`src/sv/base_pair_helix_splitter_defines.svh`:
```
// Assertion macros used by the helix splitter sequencer.
`ifndef BASE_PAIR_HELIX_SPLITTER_DEFINES_SVH
`define BASE_PAIR_HELIX_SPLITTER_DEFINES_SVH

// Same-cycle implication, clocked on i_clk, muted while i_rst_n is low.
`define BPHS_ASSERT_NOW(lbl, ante, cons, msg) \
    lbl: assert property (@(posedge i_clk) disable iff (!i_rst_n) (ante) |-> (cons)) \
        else $error(msg);

// Next-cycle implication, clocked on i_clk, muted while i_rst_n is low.
`define BPHS_ASSERT_NEXT(lbl, ante, cons, msg) \
    lbl: assert property (@(posedge i_clk) disable iff (!i_rst_n) (ante) |=> (cons)) \
        else $error(msg);

`endif

```
`src/sv/bphs_ram.sv`:
```
// Generic single-write, single-read RAM with registered read data.
`default_nettype none

module bphs_ram #(
    parameter int WIDTH = 8,
    parameter int DEPTH = 16
) (
    input  wire logic                     i_clk,
    input  wire logic                     i_we,
    input  wire logic [$clog2(DEPTH)-1:0] i_waddr,
    input  wire logic [WIDTH-1:0]         i_wdata,
    input  wire logic                     i_re,
    input  wire logic [$clog2(DEPTH)-1:0] i_raddr,
    output logic      [WIDTH-1:0]         o_rdata
);

    logic [WIDTH-1:0] r_mem [DEPTH];

    always_ff @(posedge i_clk) begin
        if (i_we) begin
            r_mem[i_waddr] <= i_wdata;
        end
        if (i_re) begin
            o_rdata <= r_mem[i_raddr];
        end
    end

endmodule

`default_nettype wire

```
`config.mk`:
```
export PLATFORM = sky130hd
export DESIGN_NAME = bphs_ram
export DESIGN_NICKNAME = d
export VERILOG_FILES = /design/src/sv/base_pair_helix_splitter_defines.svh /design/src/sv/bphs_ram.sv
export SDC_FILE = /design/constraint.sdc
export NUM_CORES = 1
export LEC_CHECK = 0
export BUFFER_PORTS_ARGS = -buffer_cell sky130_fd_sc_hd__buf_4
export CORE_AREA = 2 2 100 141
export DETAILED_ROUTE_END_ITERATION = 7
export DIE_AREA = 0 0 102 143
export SLEW_MARGIN = 25
export SYNTH_ARGS = -nofsm -noshare
export SYNTH_HDL_FRONTEND = slang
export SYNTH_SLANG_ARGS = --single-unit
export TNS_END_PERCENT = 10
```
`constraint.sdc`:
```
create_clock -name i_clk -period 2 [get_ports i_clk]
set_input_delay 0.4 -clock i_clk [delete_from_list [all_inputs] [get_ports i_clk]]
set_output_delay 0.4 -clock i_clk [all_outputs]
set_load 0.03 [all_outputs]
```
==> results.txt <==
- Run status: complete, no violations
* Clock tree from TritonCTS: done
* # nets final: a little over 300
- Standard cell with the maximum stage delay on the critical path: sky130_fd_sc_hd__mux4_1
- Once layout is complete, the cells apart from fillers number 483.
- Internal power of the cells: around 5.6 mW
- The floorplan step set the die width to 102 um.
* Switching power: between 1 and 1.5 mW
- Vias in the first global route: about 2600
- Net switching is between 10% and 20% of the power.
* Peak ir drop on the vdd network: 0.599 mV
- Crit path top cell by count: sky130_fd_sc_hd__buf_4
- Type of element launching the critical path: input port
- The worst setup path is captured at a flop.
* Max incr delay on CP: 0.58 ns
* Worst-case hold slack: ~0.29 ns
* Number of endpoints with negative hold slack in the final report: 0
- Across the run, the number of max-cap violations was 0.
- Sequential-to-total area share from yosys stat: around 80%
- Yosys top cell area share: between 70% and 80%
- Relative to the synthesized area, the layout overhead comes to 22.5%.
- The detail route stage leaves a number of antenna-violating nets equal to 0.
- Global routing used 14.9% of the available tracks across all layers.
- In this run the post-CTS setup repair buffer count came out at 0.
* Total of cells resized after clock tree synthesis: 0
- Once the floorplan was initialized, standard cells occupied roughly two fifths of the core.
- At the end of the flow the core is filled with cells to about half.
- Count of unique library cells instantiated by Yosys: 18
- Share of power burned in combinational logic: approximately 4.9%
* Unrepaired setup endpoints after global routing: false
* WL/cell: a little over 20 um
* Amount of wire on met2 after detailed routing: approximately 5.5 mm
- Origin of the worst min-delay path: i_re
- Post-synthesis instance total: 229
* Highest net fanout along the worst path: 8
- Clock Tree Buf Depth: 2
- The congestion estimate from routability-driven global placement came to around 0.74.
- Synthesis inferred around 140 register bits.
- Clock transition at path regs: approximately 0.060 ns
- Number of clock sinks seen by CTS: 136
- Via count: 2437
- Type of the worst setup path: in2reg
- Static timing analysis puts the maximum clock frequency at ~670 MHz.
- Most used cells in the layout excluding fill and tap cells: sky130_fd_sc_hd__edfxtp_1, sky130_fd_sc_hd__buf_4, sky130_fd_sc_hd__mux4_2, sky130_fd_sc_hd__clkbuf_16, sky130_fd_sc_hd__a22oi_1
- The worst hold path belongs to the class in2reg.
- The share of total power dissipated in the clock network is approximately half.
- Met3 wire len: 332 um
- Headroom to the max-slew limit came out at around 74%.
- Pwr/cell area: 1070 nW/um2
- The number of clock buffers added by TritonCTS is 17.
- After the first detailed-routing iteration, the DRC count stood at 168.
- In this run the static leakage power is approximately 2.2 nW.
- Synth top area cells: sky130_fd_sc_hd__edfxtp_1, sky130_fd_sc_hd__mux4_2, sky130_fd_sc_hd__mux4_1, sky130_fd_sc_hd__a22oi_1, sky130_fd_sc_hd__nor2_1
- Final max-slew violation count: 0
- Pin count of the biggest net entering global routing: 33
- Layout cells sized above 1: 32.9%
- Cell area after synthesis: between 5000 and 6000 um2
- Number of H-tree levels: 4
- Transition at the pin with the smallest max-transition slack: a little under 0.4 ns
- STA puts the critical path data required time at 2.16 ns.
- After detailed routing, the total wire length is 9.90 mm.
* Placeable core region: between 10000 and 15000 um2
* Clock root buffer: sky130_fd_sc_hd__clkbuf_16
- Critical path data arrival time: about 1.6 ns
- Overall die height: approximately 140 um
- After synthesis, the mean cell area works out to between 20 and 25 um2.
- The synthesized design spends more area on one cell type than any other, namely sky130_fd_sc_hd__edfxtp_1.
- Yosys warning count: 0
- For this run, design rule violations remaining after detail routing come to 0.
- Sequential group share of total power: 46.9%
* Maximum clock skew at final layout: ~0.0099 ns
- Wire length of the first global-routing pass: 15.1 mm
- CTS Hold Buffers Added: 0
- Leaving out fill and tap cells, the most frequent cell in the layout is sky130_fd_sc_hd__edfxtp_1.
- The repair_antennas step left the layout with diodes totalling 0.
- Minimum clock period: between 1 and 1.5 ns
* Cell Chain, Critical Path: buf_4 -> buf_4 -> mux4_1 -> a22oi_1 -> nand2_1
- In this run, placement finished with an instance count of between 400 and 500.
* Die Outline Area: 14600 um2
- Setup Total Neg Slack: 0 ns
- Setup violation total in the final timing report: 0
- Number of search-and-repair iterations in the first detailed-routing pass: 4
- Port Buf Inserts: 26
- The number of nets handed over by synthesis was 248.
- Number of I/O pins: 27
- WL met1: between 4 and 5 mm
* Initial antenna violation count: 0
- The most critical setup path has its startpoint at i_raddr[0].
- After global routing the overflow that remains totals 0.
- Floorplan row count: 50
- In the routed layout, each cell is associated on average with a via count of 5.05.
- The worst register-to-register path begins at r_mem[1][2]$_DFFE_PP_.
* Post-route fraction of the period consumed by the critical path: between 70% and 80%
- Clock latency on the worst-skew pair, taken at its later pin, is just over 0.4 ns.
- Top routing layer used: met4
* Post-detail-place hpwl: around 6.6 mm
==> Yosys cell counts <==
cell type                         count
sky130_fd_sc_hd__and2b_1              1
sky130_fd_sc_hd__nor2b_1              1
sky130_fd_sc_hd__buf_4                1
sky130_fd_sc_hd__a22oi_1             16
sky130_fd_sc_hd__or3b_2               1
sky130_fd_sc_hd__buf_2                3
sky130_fd_sc_hd__nor3_1               4
sky130_fd_sc_hd__nor2_1              13
sky130_fd_sc_hd__clkdlybuf4s25_2      3
sky130_fd_sc_hd__nand3b_1             2
sky130_fd_sc_hd__nand2b_1             2
sky130_fd_sc_hd__buf_6                3
sky130_fd_sc_hd__mux4_2              18
sky130_fd_sc_hd__mux4_1              14
sky130_fd_sc_hd__edfxtp_1           136
sky130_fd_sc_hd__nand3_1              1
sky130_fd_sc_hd__nand2_1              9
sky130_fd_sc_hd__and2_1               1
==> registers in the layout, summed over array words and instances (netlist names) <==
name / flops
r_mem: 128
o_rdata: 8
==> final cells by class <==
class                   instances  area, um2
flip-flops and latches        136       4080
well taps                     182        228
repair buffers                 50        400
clock buffers                  18        429
fillers                      1141       6860
clock inverters                14        205
multi-input cells              83       1060
==> routing by layer <==
metal	track usage [%]	vias to the layer above
li1	-	1096
met1	17.8	1277
met2	25.3	62
met3	4.45	2
met4	5.68	0
met5	0	-
==> through the flow <==
stage | total power, mW | instance area (um2) | setup WS, ns
after floorplan | 3.47 | 5230 | 0.107
after global placement | 3.62 | 5770 | 0.0692
after detailed placement | 3.63 | 5770 | 0.0832
after CTS | 6.94 | 6400 | 0.497
after global routing | 7.10 | 6400 | 0.441
final | 6.88 | 6400 | 0.515
==> path summary, 6_finish.rpt <==
kind                                to  slack, ns  cells after the start
setup / recovery  o_rdata[3]$_DFFE_PP_       0.51                      5
hold reg to reg   o_rdata[5]$_DFFE_PP_       0.76                      3
setup reg to reg  o_rdata[2]$_DFFE_PP_       0.52                      3
hold / removal    o_rdata[0]$_DFFE_PP_       0.29                      1
==> power by group through the flow <==
stage | clock, mW | sequential [mW] | combinational (mW)
after floorplan | 0 | 3.31 | 0.162
after global placement | 0 | 3.29 | 0.339
after detailed placement | 0 | 3.29 | 0.344
after CTS | 3.37 | 3.23 | 0.345
after global routing | 3.50 | 3.23 | 0.368
final | 3.31 | 3.23 | 0.338
==> kinds of logic (layout without fill, tap and decap cells) <==
family / Yosys count / count (layout) / share of synthesized area, %
simple gates: 35 / 35 / 3.14
flops: 136 / 136 / 78.1
compound gates: 16 / 16 / 2.30
mux: 32 / 32 / 14.8
buf+inv: 10 / 82 / 1.65
==> critical path, delay by kind of cell <==
family                 cells  cell delay [ns]
muxes                      1             0.58
buffers and inverters      2             0.30
AOI/OAI and AO/OA          1             0.27
and+or+nand+nor            1             0.08
(Power assumes the default switching activity.)
