--- src/sv/base_pair_helix_splitter_defines.svh ---
// Assertion macros used by the helix splitter sequencer.
`ifndef BASE_PAIR_HELIX_SPLITTER_DEFINES_SVH
`define BASE_PAIR_HELIX_SPLITTER_DEFINES_SVH

// Same-cycle implication, clocked on i_clk, muted while i_rst_n is low.
`define BPHS_ASSERT_NOW(lbl, ante, cons, msg) \
    lbl: assert property (@(posedge i_clk) disable iff (!i_rst_n) (ante) |-> (cons)) \
        else $error(msg);

// Next-cycle implication, clocked on i_clk, muted while i_rst_n is low.
`define BPHS_ASSERT_NEXT(lbl, ante, cons, msg) \
    lbl: assert property (@(posedge i_clk) disable iff (!i_rst_n) (ante) |=> (cons)) \
        else $error(msg);

`endif

--- src/sv/bphs_pkg.sv ---
// Package: sizes, codes and the result record of the helix splitter.
`default_nettype none

package bphs_pkg;

    localparam int MAX_LEN = 1024;                 // stack depth in entries
    localparam int POS_W   = 11;                   // position / partner width
    localparam int SP_W    = $clog2(MAX_LEN + 1);  // stack pointer, holds MAX_LEN
    localparam int ADDR_W  = $clog2(MAX_LEN);      // stack RAM address
    localparam int ENT_W   = 1 + 2 * POS_W;        // face flag + two 11-bit fields

    localparam logic [POS_W-1:0] POS_MAX = {POS_W{1'b1}};

    localparam logic KIND_PAIR   = 1'b0;
    localparam logic KIND_STATUS = 1'b1;

    localparam logic [1:0] STAT_OK         = 2'd0;
    localparam logic [1:0] STAT_NO_PARTNER = 2'd1;
    localparam logic [1:0] STAT_MISMATCH   = 2'd2;

    typedef struct packed {
        logic             kind;
        logic [POS_W-1:0] left_pos;
        logic [POS_W-1:0] right_pos;
        logic [POS_W-1:0] helix_index;
        logic [1:0]       status;
        logic             last;
    } t_result;

endpackage

`default_nettype wire

--- src/sv/bphs_seq.sv ---
// Sequencer: stack pops one entry a cycle through the RAM read port.
`default_nettype none

`include "base_pair_helix_splitter_defines.svh"

module bphs_seq
    import bphs_pkg::*;
(
    input  wire logic              i_clk,
    input  wire logic              i_rst_n,
    // input item
    input  wire logic              i_valid,
    input  wire logic [POS_W-1:0]  i_partner,
    input  wire logic              i_eos,
    output logic                   o_ready,
    // result towards the output register
    output logic                   o_res_valid,
    output t_result                o_res,
    input  wire logic              i_res_ready,
    // stack RAM
    output logic                   o_we,
    output logic [ADDR_W-1:0]      o_waddr,
    output logic [ENT_W-1:0]       o_wdata,
    output logic                   o_re,
    output logic [ADDR_W-1:0]      o_raddr,
    input  wire logic [ENT_W-1:0]  i_rdata
);

    typedef enum logic [1:0] {
        S_IDLE,
        S_SCAN,
        S_PAIR,
        S_STAT
    } t_state;

    t_state           r_state,   n_state;
    logic [SP_W-1:0]  r_sp,      n_sp;
    logic [POS_W-1:0] r_pos,     n_pos;
    logic [POS_W-1:0] r_helix,   n_helix;
    logic [POS_W-1:0] r_opened,  n_opened;
    logic [POS_W-1:0] r_matched, n_matched;
    logic             r_err,     n_err;
    logic             r_eos,     n_eos;
    logic [1:0]       r_faces,   n_faces;   // saturates at 2: only 0 and >1 matter
    logic [POS_W-1:0] r_deep,    n_deep;
    logic [POS_W-1:0] r_left,    n_left;

    logic [POS_W-1:0] pos_inc;
    logic [SP_W-1:0]  sp_dec;
    logic             ent_face;
    logic [POS_W-1:0] ent_hi;
    logic [POS_W-1:0] ent_lo;
    logic [POS_W-1:0] deep_fin;

    assign pos_inc  = r_pos + 1'b1;
    assign sp_dec   = r_sp - 1'b1;
    assign ent_face = i_rdata[ENT_W-1];
    assign ent_hi   = i_rdata[2*POS_W-1:POS_W];
    assign ent_lo   = i_rdata[POS_W-1:0];
    assign deep_fin = (r_faces > 2'd1 && r_deep != POS_MAX) ? r_deep + 1'b1 : r_deep;

    assign o_raddr = sp_dec[ADDR_W-1:0];
    assign o_waddr = r_sp[ADDR_W-1:0];

    always_comb begin
        n_state   = r_state;
        n_sp      = r_sp;
        n_pos     = r_pos;
        n_helix   = r_helix;
        n_opened  = r_opened;
        n_matched = r_matched;
        n_err     = r_err;
        n_eos     = r_eos;
        n_faces   = r_faces;
        n_deep    = r_deep;
        n_left    = r_left;
        o_we        = 1'b0;
        o_wdata     = '0;
        o_re        = 1'b0;
        o_ready     = (r_state == S_IDLE);
        o_res_valid = 1'b0;
        o_res       = '0;

        case (r_state)
            S_IDLE: begin
                if (i_valid) begin
                    n_pos   = pos_inc;
                    n_eos   = i_eos;
                    n_state = i_eos ? S_STAT : S_IDLE;
                    if (!r_err && i_partner != '0) begin
                        if (i_partner > pos_inc) begin
                            // opening base
                            n_opened = r_opened + 1'b1;
                            if (r_sp != SP_W'(MAX_LEN)) begin
                                o_we    = 1'b1;
                                o_wdata = {1'b0, pos_inc, i_partner};
                                n_sp    = r_sp + 1'b1;
                            end
                        end else begin
                            // closing base: start popping
                            n_faces = 2'd0;
                            n_deep  = POS_W'(1);
                            if (r_sp == '0) begin
                                n_err = 1'b1;
                            end else begin
                                o_re    = 1'b1;
                                n_sp    = sp_dec;
                                n_state = S_SCAN;
                            end
                        end
                    end
                end
            end
            S_SCAN: begin
                if (!ent_face && ent_lo == r_pos) begin
                    // partner found: leave a face marker in the freed slot
                    n_matched = r_matched + 1'b1;
                    o_we      = 1'b1;
                    o_wdata   = {1'b1, deep_fin, {POS_W{1'b0}}};
                    n_sp      = r_sp + 1'b1;
                    n_left    = ent_hi;
                    if (r_faces == 2'd0) begin
                        n_helix = r_helix + 1'b1;
                    end
                    n_state = S_PAIR;
                end else begin
                    if (ent_face) begin
                        if (r_faces != 2'd2) begin
                            n_faces = r_faces + 1'b1;
                        end
                        if (ent_hi > r_deep) begin
                            n_deep = ent_hi;
                        end
                    end
                    if (r_sp == '0) begin
                        n_err   = 1'b1;
                        n_state = r_eos ? S_STAT : S_IDLE;
                    end else begin
                        o_re = 1'b1;
                        n_sp = sp_dec;
                    end
                end
            end
            S_PAIR: begin
                o_res_valid       = 1'b1;
                o_res.kind        = KIND_PAIR;
                o_res.left_pos    = r_left;
                o_res.right_pos   = r_pos;
                o_res.helix_index = r_helix;
                o_res.status      = STAT_OK;
                o_res.last        = !r_eos;
                if (i_res_ready) begin
                    n_state = r_eos ? S_STAT : S_IDLE;
                end
            end
            S_STAT: begin
                o_res_valid = 1'b1;
                o_res.kind  = KIND_STATUS;
                o_res.last  = 1'b1;
                if (r_err) begin
                    o_res.status = STAT_NO_PARTNER;
                end else if (r_opened != r_matched) begin
                    o_res.status = STAT_MISMATCH;
                end else begin
                    o_res.status = STAT_OK;
                end
                if (i_res_ready) begin
                    n_state   = S_IDLE;
                    n_sp      = '0;
                    n_pos     = '0;
                    n_helix   = '0;
                    n_opened  = '0;
                    n_matched = '0;
                    n_err     = 1'b0;
                    n_eos     = 1'b0;
                end
            end
            default: begin
                n_state = S_IDLE;
            end
        endcase
    end

    always_ff @(posedge i_clk) begin
        if (!i_rst_n) begin
            r_state   <= S_IDLE;
            r_sp      <= '0;
            r_pos     <= '0;
            r_helix   <= '0;
            r_opened  <= '0;
            r_matched <= '0;
            r_err     <= 1'b0;
            r_eos     <= 1'b0;
        end else begin
            r_state   <= n_state;
            r_sp      <= n_sp;
            r_pos     <= n_pos;
            r_helix   <= n_helix;
            r_opened  <= n_opened;
            r_matched <= n_matched;
            r_err     <= n_err;
            r_eos     <= n_eos;
        end
        r_faces <= n_faces;
        r_deep  <= n_deep;
        r_left  <= n_left;
    end

    `BPHS_ASSERT_NOW(a_sp_range, 1'b1, r_sp <= SP_W'(MAX_LEN), "stack pointer past depth")
    `BPHS_ASSERT_NOW(a_pop_nonempty, o_re, r_sp != '0, "pop from empty stack")
    `BPHS_ASSERT_NOW(a_face_fits, (r_state == S_SCAN && o_we), r_sp != SP_W'(MAX_LEN),
        "face marker pushed onto full stack")
    `BPHS_ASSERT_NOW(a_pair_no_err, r_state == S_PAIR, !r_err, "pair after lost partner")
    `BPHS_ASSERT_NEXT(a_stat_clears, (r_state == S_STAT && i_res_ready),
        (r_sp == '0 && r_pos == '0 && !r_err), "state not cleared after status")

endmodule

`default_nettype wire

--- config.mk ---
export PLATFORM = sky130hd
export DESIGN_NAME = bphs_seq
export DESIGN_NICKNAME = d
export VERILOG_FILES = /design/src/sv/bphs_pkg.sv /design/src/sv/bphs_seq.sv
export VERILOG_INCLUDE_DIRS = /design/src /design/src/sv
export SDC_FILE = /design/constraint.sdc
export NUM_CORES = 1
export LEC_CHECK = 0
export BUFFER_PORTS_ARGS = -buffer_cell sky130_fd_sc_hd__buf_2
export CAP_MARGIN = 20
export CORE_AREA = 2 2 112 114
export DETAILED_ROUTE_END_ITERATION = 12
export DIE_AREA = 0 0 114 116
export GPL_ROUTABILITY_DRIVEN = 1
export GPL_TIMING_DRIVEN = 0
export PLACE_DENSITY = 0.73
export REMOVE_ABC_BUFFERS = 1
export SLEW_MARGIN = 15
export SYNTH_ARGS = -nofsm -noshare
export SYNTH_HDL_FRONTEND = slang
export SYNTH_SLANG_ARGS = --single-unit
export TNS_END_PERCENT = 5
--- constraint.sdc ---
create_clock -name i_clk -period 7.8 [get_ports i_clk]
set_input_delay 0 -clock i_clk [delete_from_list [all_inputs] [get_ports i_clk]]
set_output_delay 0 -clock i_clk [all_outputs]
set_load 0.02 [all_outputs]
==> reports/results.ini <==
[worst_setup_path]
critPathLaunchType=flip-flop
critPathArrivalTime_ps=4360
critPathLaunch=r_pos[0]
crit_type=flip-flop to flip-flop
critPathRequiredTime_ps=7860
reg2reg_from=r_pos[0]
end_kind=flip-flop
critPathMaxFanout=15

[die]
row_count=40
die_height_um=116
io_pins=123
die_w_um=114
die-area_sq_um=13220
core_area_sq_um=11910
start_util_pct=49.42

[finish]
fin_nets=883
drive_gt1_share_pct=18.93
final.fill_count=1099
multi_input_area_sq_um=3615
instances_no_fill=971
seqCellArea_sq_um=1902
area_growth_pct=16.66
antenna_cells=0
finish.utilization_pct=57.66

[route]
drtAntennaViolNets=0
dr.first_iter.drc_count=317
vias=5554
dr.pass1.iters=5
vias_per_cell=5.720
post-route-drc-count=0
wire_per_inst_um=16.23
drt-total-wl_mm=15.76

[clocking]
path_clk_slew_ps=60
clock_tree.root_cell=clkbuf_16
clock_latency_ps=350
post-cts-setup-buffer-count=0
htreeDepth=3
cts_buffers=9
cts_tree=done
clockBufferDepth=2
clock-sinks=83

[grt]
overflow=0
grt_pass1_vias=5413
grt_pass1_wl_mm=25.54
antenna_found_initial=0
grt_max_degree=30
grt_use_total_pct=24.08

[sta]
fin_tns_setup_ps=0
post-route-min-period_ps=4303
slew_headroom_pct=32.60
skew_ps=6.775
tightest_slew_ps=1009
finalWorstSetupSlack_ps=3497
drv_slew=0
rsz0062_at_grt=false
finalSetupViolCount=0
finalHoldViolations=0
period_share_pct=55.16
fmax_mhz=232.4

[logic_synthesis]
synthTopCellsByArea=dfxtp_1 20%, edfxtp_1 12%, and2_1 6.5%, xor2_1 5.8%, ha_1 5.3%
synth_ff_type=dfxtp_1
synth-edff-count=24
ys_types=65
synth_commonest_cells=66 x nor2_1, 61 x and2_1, 59 x dfxtp_1
netlist_instances=719
async_flop_share_pct=0
yosys.area.top_type_share_pct=20.06
yosys_warnings=0
synth_area_leader_cell=dfxtp_1
ys_ff_latch=83
syn_area_per_cell_sq_um=8.188
seq_area_frac_synth_pct=32.31
syn-cell-area_sq_um=5887
synth.most_common_cell=nor2_1

[status]
status=complete, no violations

[power_and_ir_drop]
p_total_mw=1.268
power_density_nw_per_um2=184.6
leakagePower_nw=2.908
peakVddDrop_v=0.0001664

[placement]
post-place-ws_ps=3541
placed_cells=941
gp_congestion=0.8969
io_buffers=122
dpl.hpwl_mm=11.84

[min_path]
worstHoldStart=i_rst_n
hold_class=input pin to flip-flop

[job]
cap_violations=0

==> layout by cell type, fill, tap and decap left out, types with 4 or more instances in the layout <==
cell type | Yosys | final
ha_1 | 25 | 25
a21o_1 | 6 | 6
a21boi_0 | 4 | 4
xnor2_1 | 31 | 31
o21ai_0 | 26 | 26
o22ai_1 | 13 | 13
or3_1 | 13 | 13
nor3b_1 | 4 | 4
nand4_1 | 23 | 23
a31oi_1 | 4 | 4
inv_1 | 31 | 31
nand3_1 | 29 | 29
or4_1 | 5 | 5
edfxtp_1 | 24 | 24
buf_2 | 8 | 122
a22oi_1 | 6 | 6
a21oi_1 | 38 | 38
nand3b_1 | 4 | 4
xor2_1 | 39 | 39
dfxtp_1 | 59 | 59
nor4_1 | 8 | 8
nand2_1 | 53 | 53
nor3_1 | 18 | 18
o21a_1 | 10 | 10
clkbuf_16 | 0 | 9
dlygate4sd3_1 | 0 | 13
and2_1 | 61 | 61
and3_1 | 9 | 9
a211oi_1 | 6 | 5
nor2_1 | 66 | 66
==> final timing paths <==
check | end | slack [ps] | depth (start not counted)
setup / recovery | r_deep[6] | 3500 | 12
hold reg to reg | r_helix[5] | 490 | 2
hold / removal | r_sp[3] | 40 | 2
setup reg to reg | r_deep[6] | 3500 | 12
==> routing by layer <==
metal	vias up	track usage [%]	wire length, um
li1	2734	-	-
met1	2639	30.63	7099
met2	163	41.67	7606
met3	18	4.289	831
met4	0	7.724	222
met5	-	0	0
==> kinds of logic (layout without fill, tap and decap cells) <==
family / count (synthesis) / count (layout) / synth area share (%)
buffers and inverters: 82 / 187 / 6.419
muxes: 3 / 3 / 0.5313
AOI/OAI and AO/OA: 143 / 143 / 16.26
xor gates and xnor gates: 73 / 73 / 11.56
DFF: 83 / 83 / 32.31
adders and majority gates: 26 / 26 / 5.484
and+or+nand+nor: 309 / 309 / 27.44
==> per-stage QoR <==
stage               hold WS [ps]  area [sq um]
floorplan                  98.87          5629
global placement           196.2          6424
detailed placement         199.7          6465
CTS                        35.90          6863
global route               64.86          6868
finish                     42.73          6868
==> final cells by class <==
class | instances | area share, %
Clock inverter | 6 | 0.5648
Timing Repair Buffer | 139 | 11.35
Inverter | 32 | 1.749
Tap cell | 147 | 2.678
Clock buffer | 10 | 3.334
Sequential cell | 83 | 27.69
Multi-Input combinational cell | 554 | 52.63
==> registers in the layout, indices dropped and copies added (netlist names) <==
signal / flops
r_deep: 11
r_eos: 1
r_err: 1
r_faces: 2
r_helix: 11
r_left: 11
r_matched: 11
r_opened: 11
r_pos: 11
r_sp: 11
r_state: 2
==> critical path: stages (launching register included) <==
cell      delay, ps
dfxtp_1         610
and2_1          230
nand2_1          80
xor2_1          220
ha_1            310
nand2_1          50
or3_1           370
o311a_1         380
o32ai_4         560
and2_1          250
a21boi_0        160
a211oi_2        530
buf_4           260
==> power breakdown <==
| part | leakage [nW] | internal (mW) | switching [mW] |
|---|---|---|---|
| logic | 2.07 | 0.139 | 0.247 |
| clock network | 0.137 | 0.216 | 0.177 |
| registers | 0.700 | 0.459 | 0.0309 |
| total | 2.91 | 0.813 | 0.455 |
==> timing repair <==
item,CTS,global route
gates resized for setup,0,0
hold buffers,13,0
endpoints found under the hold margin,24,0
Power figures use the tool's default switching activity.
